### src/design/mi_pkg.sv
// package for the modular inverse core: widths, sequencer states and unit control types
`timescale 1ns / 1ps

package mi_pkg;

    // default operand width
    localparam int MI_WIDTH = 64;

    // sequencer states
    typedef enum logic [1:0] {
        MI_IDLE,
        MI_CHECK,
        MI_RUN,
        MI_FINISH
    } mi_state_t;

    // control from the sequencer to the divide / multiply-accumulate unit
    typedef struct packed {
        logic start;
    } mi_unit_ctrl_t;

    // status from the unit back to the sequencer
    typedef struct packed {
        logic busy;
        logic done;
    } mi_unit_stat_t;

endpackage

### src/design/mi_divmac.sv
// shared iterative unit: restoring division one quotient bit per cycle, with quotient times coefficient formed on the fly
`timescale 1ns / 1ps

module mi_divmac #(
    parameter int WIDTH = mi_pkg::MI_WIDTH
) (
    input  logic                  clk,
    input  logic                  rst_n,
    input  mi_pkg::mi_unit_ctrl_t ctrl,
    output mi_pkg::mi_unit_stat_t stat,
    input  logic [WIDTH-1:0]      dividend,
    input  logic [WIDTH-1:0]      divisor,
    input  logic [WIDTH-1:0]      multiplicand,
    output logic [WIDTH-1:0]      remainder,
    output logic [WIDTH-1:0]      product
);
    import mi_pkg::*;

    localparam int CNT_W = $clog2(WIDTH);
    localparam logic [CNT_W-1:0] LAST_BIT = CNT_W'(WIDTH - 1);

    logic             busy_reg, busy_next;
    logic             done_reg, done_next;
    logic [CNT_W-1:0] cnt_reg, cnt_next;
    logic [WIDTH-1:0] rem_reg, rem_next;
    logic [WIDTH-1:0] dvd_reg, dvd_next;
    logic [WIDTH-1:0] dsr_reg, dsr_next;
    logic [WIDTH-1:0] mul_reg, mul_next;
    logic [WIDTH-1:0] acc_reg, acc_next;

    logic [WIDTH:0]   trial;
    logic             q_bit;

    // one restoring step and one horner step of the product, modulo 2^WIDTH
    always_comb
    begin
        trial     = {rem_reg, dvd_reg[WIDTH-1]};
        q_bit     = (trial >= {1'b0, dsr_reg});
        busy_next = busy_reg;
        done_next = 1'b0;
        cnt_next  = cnt_reg;
        rem_next  = rem_reg;
        dvd_next  = dvd_reg;
        dsr_next  = dsr_reg;
        mul_next  = mul_reg;
        acc_next  = acc_reg;
        if (ctrl.start)
        begin
            busy_next = 1'b1;
            cnt_next  = LAST_BIT;
            rem_next  = '0;
            dvd_next  = dividend;
            dsr_next  = divisor;
            mul_next  = multiplicand;
            acc_next  = '0;
        end
        else if (busy_reg)
        begin
            rem_next = q_bit ? WIDTH'(trial - {1'b0, dsr_reg}) : WIDTH'(trial);
            dvd_next = {dvd_reg[WIDTH-2:0], 1'b0};
            acc_next = {acc_reg[WIDTH-2:0], 1'b0} + (q_bit ? mul_reg : '0);
            cnt_next = cnt_reg - 1'b1;
            if (cnt_reg == '0)
            begin
                busy_next = 1'b0;
                done_next = 1'b1;
            end
        end
    end

    // control registers
    always_ff @(posedge clk or negedge rst_n)
    begin
        if (!rst_n)
        begin
            busy_reg <= 1'b0;
            done_reg <= 1'b0;
            cnt_reg  <= '0;
        end
        else
        begin
            busy_reg <= busy_next;
            done_reg <= done_next;
            cnt_reg  <= cnt_next;
        end
    end

    // operand and result registers
    always_ff @(posedge clk)
    begin
        rem_reg <= rem_next;
        dvd_reg <= dvd_next;
        dsr_reg <= dsr_next;
        mul_reg <= mul_next;
        acc_reg <= acc_next;
    end

    assign stat.busy = busy_reg;
    assign stat.done = done_reg;
    assign remainder = rem_reg;
    assign product   = acc_reg;

endmodule

### src/design/modular_inverse_core.sv
// Modular inverse core: value^-1 mod modulus by the extended Euclidean algorithm.
// Input beats arrive on the s_ group: s_tdata holds value (low WIDTH bits) and
// modulus (next WIDTH bits). One result beat leaves on the m_ group: m_tdata holds
// the inverse, m_tuser the no_inverse flag (gcd above one, inverse then 0).
// Each Euclid round runs in the shared divide unit, which produces one quotient
// bit per cycle and accumulates quotient times coefficient alongside. An item
// takes at most about 1.44*WIDTH+2 rounds, far fewer on average.
// s_tready is high only while the core is idle; one item is worked at a time.
// The result sits in an output register; a new item is taken while it waits,
// and a finished item waits in the sequencer until the output register is free,
// so a stalled receiver holds the core back without losing a result.
// Reset (rst_n, asynchronous, active low) drops any item in progress, clears
// m_tvalid and leaves the core ready for a new beat.
`timescale 1ns / 1ps

module modular_inverse_core #(
    parameter int WIDTH = mi_pkg::MI_WIDTH
) (
    input  logic                                clk,
    input  logic                                rst_n,
    input  logic                                s_tvalid,
    output logic                                s_tready,
    // value, modulus
    input  logic [((2*WIDTH+7)/8)*8-1:0]        s_tdata,
    output logic                                m_tvalid,
    input  logic                                m_tready,
    // inverse
    output logic [((WIDTH+7)/8)*8-1:0]          m_tdata,
    // no_inverse
    output logic                                m_tuser
);
    import mi_pkg::*;

    localparam int OUT_W = ((WIDTH+7)/8)*8;

    mi_state_t        state_reg, state_next;
    logic [WIDTH-1:0] mod_reg, mod_next;
    logic [WIDTH-1:0] r_reg, r_next;
    logic [WIDTH-1:0] nr_reg, nr_next;
    logic [WIDTH-1:0] t_reg, t_next;
    logic [WIDTH-1:0] nt_reg, nt_next;
    logic             t_neg_reg, t_neg_next;
    logic             nt_neg_reg, nt_neg_next;
    logic             out_valid_reg, out_valid_next;
    logic [WIDTH-1:0] inv_reg, inv_next;
    logic             flag_reg, flag_next;

    mi_unit_ctrl_t    unit_ctrl;
    mi_unit_stat_t    unit_stat;
    logic [WIDTH-1:0] unit_rem;
    logic [WIDTH-1:0] unit_prod;

    // shared divide and multiply-accumulate unit
    mi_divmac #(
        .WIDTH(WIDTH)
    ) u_divmac (
        .clk         (clk),
        .rst_n       (rst_n),
        .ctrl        (unit_ctrl),
        .stat        (unit_stat),
        .dividend    (r_reg),
        .divisor     (nr_reg),
        .multiplicand(nt_reg),
        .remainder   (unit_rem),
        .product     (unit_prod)
    );

    // sequencer: next state, round updates and result formation
    always_comb
    begin
        state_next      = state_reg;
        mod_next        = mod_reg;
        r_next          = r_reg;
        nr_next         = nr_reg;
        t_next          = t_reg;
        nt_next         = nt_reg;
        t_neg_next      = t_neg_reg;
        nt_neg_next     = nt_neg_reg;
        out_valid_next  = out_valid_reg;
        inv_next        = inv_reg;
        flag_next       = flag_reg;
        unit_ctrl.start = 1'b0;
        s_tready        = (state_reg == MI_IDLE);

        if (out_valid_reg && m_tready)
        begin
            out_valid_next = 1'b0;
        end

        unique case (state_reg)
            MI_IDLE:
            begin
                if (s_tvalid)
                begin
                    mod_next    = s_tdata[2*WIDTH-1:WIDTH];
                    r_next      = s_tdata[2*WIDTH-1:WIDTH];
                    nr_next     = s_tdata[WIDTH-1:0];
                    t_next      = '0;
                    nt_next     = WIDTH'(1);
                    t_neg_next  = 1'b1;
                    nt_neg_next = 1'b0;
                    state_next  = MI_CHECK;
                end
            end
            MI_CHECK:
            begin
                if (nr_reg == '0)
                begin
                    state_next = MI_FINISH;
                end
                else
                begin
                    unit_ctrl.start = 1'b1;
                    state_next      = MI_RUN;
                end
            end
            MI_RUN:
            begin
                // apply the quotient to both pairs when the unit finishes
                if (unit_stat.done)
                begin
                    r_next      = nr_reg;
                    nr_next     = unit_rem;
                    t_next      = nt_reg;
                    t_neg_next  = nt_neg_reg;
                    nt_next     = t_reg + unit_prod;
                    nt_neg_next = t_neg_reg;
                    state_next  = MI_CHECK;
                end
            end
            MI_FINISH:
            begin
                if (!out_valid_reg || m_tready)
                begin
                    out_valid_next = 1'b1;
                    if (r_reg > WIDTH'(1))
                    begin
                        inv_next  = '0;
                        flag_next = 1'b1;
                    end
                    else if (t_neg_reg && (t_reg != '0))
                    begin
                        inv_next  = mod_reg - t_reg;
                        flag_next = 1'b0;
                    end
                    else
                    begin
                        inv_next  = t_reg;
                        flag_next = 1'b0;
                    end
                    state_next = MI_IDLE;
                end
            end
            default:
            begin
                state_next = MI_IDLE;
            end
        endcase
    end

    // control registers
    always_ff @(posedge clk or negedge rst_n)
    begin
        if (!rst_n)
        begin
            state_reg     <= MI_IDLE;
            out_valid_reg <= 1'b0;
        end
        else
        begin
            state_reg     <= state_next;
            out_valid_reg <= out_valid_next;
        end
    end

    // working and result registers
    always_ff @(posedge clk)
    begin
        mod_reg    <= mod_next;
        r_reg      <= r_next;
        nr_reg     <= nr_next;
        t_reg      <= t_next;
        nt_reg     <= nt_next;
        t_neg_reg  <= t_neg_next;
        nt_neg_reg <= nt_neg_next;
        inv_reg    <= inv_next;
        flag_reg   <= flag_next;
    end

    assign m_tvalid = out_valid_reg;
    assign m_tdata  = OUT_W'(inv_reg);
    assign m_tuser  = flag_reg;

endmodule
### config.mk
export PLATFORM = sky130hd
export DESIGN_NAME = modular_inverse_core
export DESIGN_NICKNAME = d
export VERILOG_FILES = /design/src/design/mi_pkg.sv /design/src/design/mi_divmac.sv /design/src/design/modular_inverse_core.sv
export SDC_FILE = /design/constraint.sdc
export NUM_CORES = 2
export LEC_CHECK = 0
export ABC_CLOCK_PERIOD_IN_PS = 7150
export BUFFER_PORTS_ARGS = -buffer_cell sky130_fd_sc_hd__buf_2
export CAP_MARGIN = 20
export CORE_UTILIZATION = 35
export DETAILED_ROUTE_END_ITERATION = 16
export GPL_TIMING_DRIVEN = 1
export HOLD_SLACK_MARGIN = 0.06
export PLACE_DENSITY = 0.61
export SLEW_MARGIN = 5
export SYNTH_ARGS = -nofsm -noshare
export SYNTH_HDL_FRONTEND = slang
export SYNTH_SLANG_ARGS = --single-unit
### constraint.sdc
create_clock -name clk -period 7.15 [get_ports clk]
set_input_delay 0.715 -clock clk [delete_from_list [all_inputs] [get_ports clk]]
set_output_delay 0.715 -clock clk [all_outputs]
set_load 0.005 [all_outputs]
# Word level (Yosys, flattened, before mapping)
# Index checks and enable logic that the tools add are counted.
# Widths: inputs -> output; s select.
[word_totals]
regBits = 718
output_inout_bits = 67
[op_classes]
eq_ne = 6
order_cmp = 2
reduce_logical = 14
n_mux = 42
add_sub_neg = 5
[ops]
columns = ["operator", "count"]
rows = [
  ["$mux 64", 13],
  ["$pmux 64 s2", 4],
  ["$add 64x64->64", 2],
  ["$sub 64x64->64", 2],
  ["$ge 65x64->1", 1],
  ["$gt 64x1->1 const B", 1],
  ["$logic_not 64->1", 1],
  ["$reduce_bool 64->1", 1],
  ["$mux 1", 17],
  ["$mux 6", 2],
  ["$pmux 2 s4", 1],
  ["$logic_not 6->1", 1],
  ["$mux 2", 3],
  ["$reduce_and 3->1", 2],
  ["$sub 6x1->6 const B", 1],
  ["$eq 2x2->1 const B", 2],
  ["$ne 2x2->1 const B", 2],
  ["$pmux 1 s2", 2],
  ["$reduce_and 2->1", 2],
  ["$reduce_bool 2->1", 2],
  ["$eq 2x1->1 const B", 1],
  ["$logic_and 1x1->1", 2],
  ["$logic_not 2->1", 1],
  ["$ne 2x1->1 const B", 1],
  ["2 further kinds", 2],
]

# Depth between registers and ports, before layout
[logic_depth]
ltp_word = 4
depth_mapped = 29
depth_no_buf = 25

# Cells and area by module
# From an unflattened synthesis, not the netlist that was laid out.
[unflattened]
cells_unflattened = 4371
hier_area_um2 = 42635.9
[by_module_without_submodules]
columns = ["module", "area_each_um2", "seq_area_each_um2", "instances", "cells_each"]
rows = [
  ["modular_inverse_core", 22884.4, 11696.2, 1, 2332],
  ["mi_divmac", 19751.4, 8528.2, 1, 2039],
]

# Worst setup path before layout
# No wires, ideal clock.
[synth_path]
kind = "input to register"
from = "in s_tvalid"
to = "reg nr_reg[0], enable pin"
setup_ns = 0.619
cell_stages = 2
path_slack_ns = -0.972
required_ns = 6.531
n_path_buf = 0
t_arrival_ns = 7.503
cell_sequence = "and2_1 -> a21o_1"
[synth_between]
elab_chain_cells = 2
[synth_lines]
columns = ["element", "line", "source"]
rows = [
  ["from (decl)", "modular_inverse_core.sv:21", "input logic s_tvalid,"],
  ["$ne 2x2->1 (no source line)", "--", ""],
  ["$reduce_and 3->1 (no source line)", "--", ""],
  ["to (signal assigned)", "modular_inverse_core.sv:181", "nr_reg <= nr_next;"],
  ["to (decl)", "modular_inverse_core.sv:39", "logic [WIDTH-1:0] nr_reg, nr_next;"],
]
# No other way between the ends.
# A chain may end at the register's enable or synchronous reset.

# Worst setup path after layout
[layout_path]
from = "reg u_divmac.dsr_reg[1]"
to = "reg u_divmac.acc_reg[59] (netlist: u_divmac.product[59])"
[layout_between]
elab_chain_cells = 3
[layout_lines]
columns = ["element", "line", "source"]
rows = [
  ["from (decl)", "mi_divmac.sv:27", "logic [WIDTH-1:0] dsr_reg, dsr_next;"],
  ["from (signal assigned)", "mi_divmac.sv:93", "dsr_reg <= dsr_next;"],
  ["$ge 65x64->1", "mi_divmac.sv:38", "q_bit = (trial >= {1'b0, dsr_reg});"],
  ["$mux 64", "mi_divmac.sv:61", "acc_next = {acc_reg[WIDTH-2:0], 1'b0} + (q_bit ? mul_reg : '0);"],
  ["$add 64x64->64", "mi_divmac.sv:61", ""],
  ["to (signal assigned)", "mi_divmac.sv:95", "acc_reg <= acc_next;"],
  ["to (decl)", "mi_divmac.sv:29", "logic [WIDTH-1:0] acc_reg, acc_next;"],
]
# No other way between the ends.

==> results.py <==
metrics = {
    "routing": {
        "ant_nets": 0,
        "drc": 0,
        "drtPass1Iterations": 6,
        "vias_per_cell": 5.33,
        "wl_mm": 124,
        "drtIter0Drc": 2975,
        "vias": 32400,
        "drt-wirelength-per-cell_um": 20.3,
    },
    "cts": {
        "tritoncts": "yes",
        "h-tree-depth": 3,
        "postCtsSetupBuffers": 0,
        "cts_root_buf": "clkbuf_16",
        "numClockSinks": 718,
        "clk_pin_slew_worst_paths_ns": 0.07,
        "clock_path_buffers": 3,
        "clk_latency_ns": 0.65,
        "cts-buffers-inserted": 82,
    },
    "global_routing": {
        "track_usage": 0.198,
        "grt_max_degree": 201,
        "grt_overflow": 0,
        "antenna_found_initial": 3,
        "first_global_vias": 30900,
        "grt_pass1_wl_mm": 187,
    },
    "logic_synthesis": {
        "yosys-top-cells-count": "nand2_1 (588), edfxtp_1 (579), nor2_1 (424), a21oi_1 (360), ha_1 (254)",
        "synth_top_area_frac": 0.413,
        "synth_nets": 4703,
        "ys_seq_area_frac": 0.480,
        "synth_edf_count": 579,
        "syn_inst": 4313,
        "yosys_warnings": 0,
        "synth.most_common_cell": "nand2_1",
        "ys.flop_type": "edfxtp_1",
        "netlist_top_cells_area": "edfxtp_1 (41%), ha_1 (7.5%), dfxtp_1 (6.1%)",
        "synth-async-reset-ratio": 0.0153,
        "synth_area_per_cell_um2": 9.77,
        "yosys_register_bits": 718,
        "yosysUniqueCellTypes": 92,
        "yosys.area.top_type": "edfxtp_1",
        "netlist_area_um2": 42100,
    },
    "power_and_ir_drop": {
        "cellLeakagePower_nw": 19.4,
        "p_per_area_nw_per_um2": 525,
        "vdd_drop_max_mv": 0.338,
        "power.total_mw": 24.8,
    },
    "critical_path": {
        "required_ns": 7.64,
        "start_kind": "flop",
        "cp_max_fo": 15,
        "cp-end-kind": "flop",
        "path_class": "flop to flop",
        "worstPathArrival_ns": 7.14,
    },
    "layout": {
        "fin_area_um2": 47200,
        "syn2layout_area_growth_pct": 12.0,
        "drive_above_1_share": 0.103,
        "final_nets": 4794,
        "fillers": 11600,
    },
    "timing": {
        "setup_viol_count_final": 0,
        "report.final.slew_viol_count": 0,
        "finalCriticalPeriod_ns": 6.65,
        "max_slew.worst_pin.slew_ns": 1.14,
        "setup_tns_ns": 0,
        "final_hold_viol_count": 0,
        "max_freq_ghz": 0.150,
        "max_slew_margin": 0.234,
        "layout_worst_path_cycle_share": 0.930,
        "rsz0062_at_grt": "false",
        "finClkSkew_ns": 0.0224,
    },
    "placement": {
        "gp_congestion": 0.946,
        "dpl.hpwl_mm": 91.5,
        "io_buffers": 198,
        "placed_area_um2": 44500,
    },
    "status": {
        "status": "finished, final reports clean",
    },
    "floorplanning": {
        "die-area_um2": 122000,
        "initial_core_util": 0.355,
        "placementRows": 126,
        "num_io_pins": 199,
        "dieWidth_um": 349,
        "core_um2": 119000,
        "die_h_um": 349,
    },
    "worst_hold_path": {
        "hold_path_class": "input pin to flop",
    },
    "flow_run": {
        "maxCapViolCount": 0,
    },
}
## path summary, 6_finish.rpt
path	startpoint	to	slack [ns]	depth (start not counted)
min in group asynchronous	rst_n	u_divmac.cnt_reg[1]	0.50	2
worst max register to register	u_divmac.dsr_reg[1]	u_divmac.product[59]	0.50	25
worst min-delay path	s_tdata[93]	mod_reg[29]	0.26	1
worst max-delay path	u_divmac.dsr_reg[1]	u_divmac.product[59]	0.50	25
max in group asynchronous	rst_n	u_divmac.busy_reg	6.41	2
worst min register to register	nt_reg[34]	u_divmac.mul_reg[34]	0.44	0
## cell type report
type,instances,area (µm²),area share
antenna,3,7.51,0.000159
clock buffer,99,2170,0.0459
clock inverter,55,484,0.0103
inverter,189,709,0.0150
multi-input combinational,3186,20300,0.431
sequential,718,20200,0.429
tap,1600,2000,0.0424
timing repair buffer,227,1270,0.0270
## cells in the final DEF, fill, tap and decap left out, types with 31 or more instances in the layout
cell type,n
inv_1,187
a31oi_1,31
a211oi_1,73
nand3_1,62
nand2_1,588
nor3_1,36
o21ai_1,49
ha_1,254
a21oi_1,359
nand2b_1,31
xnor2_1,145
xor2_1,90
buf_2,198
o21bai_1,48
mux2i_1,62
nor4_1,58
nor2b_1,95
mux2_2,65
nand4_1,72
a21o_1,167
o21ai_0,127
clkbuf_16,83
nor2_1,423
and2_1,80
dfxtp_1,128
edfxtp_1,579
## worst max-delay path: stages (launching register included)
cell       delay (ns)
edfxtp_1         0.39
inv_1            0.06
ha_1             0.30
nor2b_1          0.15
o31a_1           0.28
o31ai_1          0.28
nand2_1          0.18
a31oi_2          0.33
o31a_1           0.25
o21a_1           0.27
o21ba_4          0.39
nor2b_1          0.11
ha_1             0.24
fa_1             0.43
a211oi_1         0.37
o21ai_1          0.18
o2111ai_1        0.25
a2111oi_0        0.19
o211ai_1         0.43
nand4_1          0.26
a21oi_2          0.29
o21bai_1         0.14
a21o_1           0.22
a21boi_0         0.23
xor2_1           0.16
o22ai_1          0.10
## report_power, final
part / total (mW) / switching, mW / internal (mW) / leakage, nW
Combinational: 13.0 / 7.84 / 5.13 / 11.5
Clock: 4.19 / 1.80 / 2.40 / 1.29
Sequential: 7.61 / 1.14 / 6.47 / 6.66
## metrics by stage
step	cells	hold slack, ns	util	setup WS, ns
after floorplan	4313	0.417	-	1.15
after global placement	5919	0.422	0.375	0.621
after detailed placement	5919	0.426	0.375	0.393
after CTS	6074	0.220	0.397	0.313
after global routing	6074	0.243	0.397	0.0408
final	6077	0.260	0.398	0.503
## per-layer routing
layer	global-route usage	part of all wire
met1	0.280	0.46
met2	0.316	0.45
met3	0.0225	0.054
met4	0.0630	0.028
met5	0	0
## repair_timing
item                       in CTS  in global routing
setup endpoints to repair       0                  5
resized for setup               0                  2
hold endpoints to repair       11                  0
hold buffers                    1                  0
## cells by family after synthesis
group | count (synthesis) | synth area share
compound gates | 1047 | 0.159
xor+xnor | 235 | 0.0489
fa+ha+maj | 258 | 0.0774
buf+inv | 409 | 0.0388
flops | 718 | 0.480
mux | 127 | 0.0321
simple gates | 1519 | 0.164
Power figures use the tool's default switching activity.
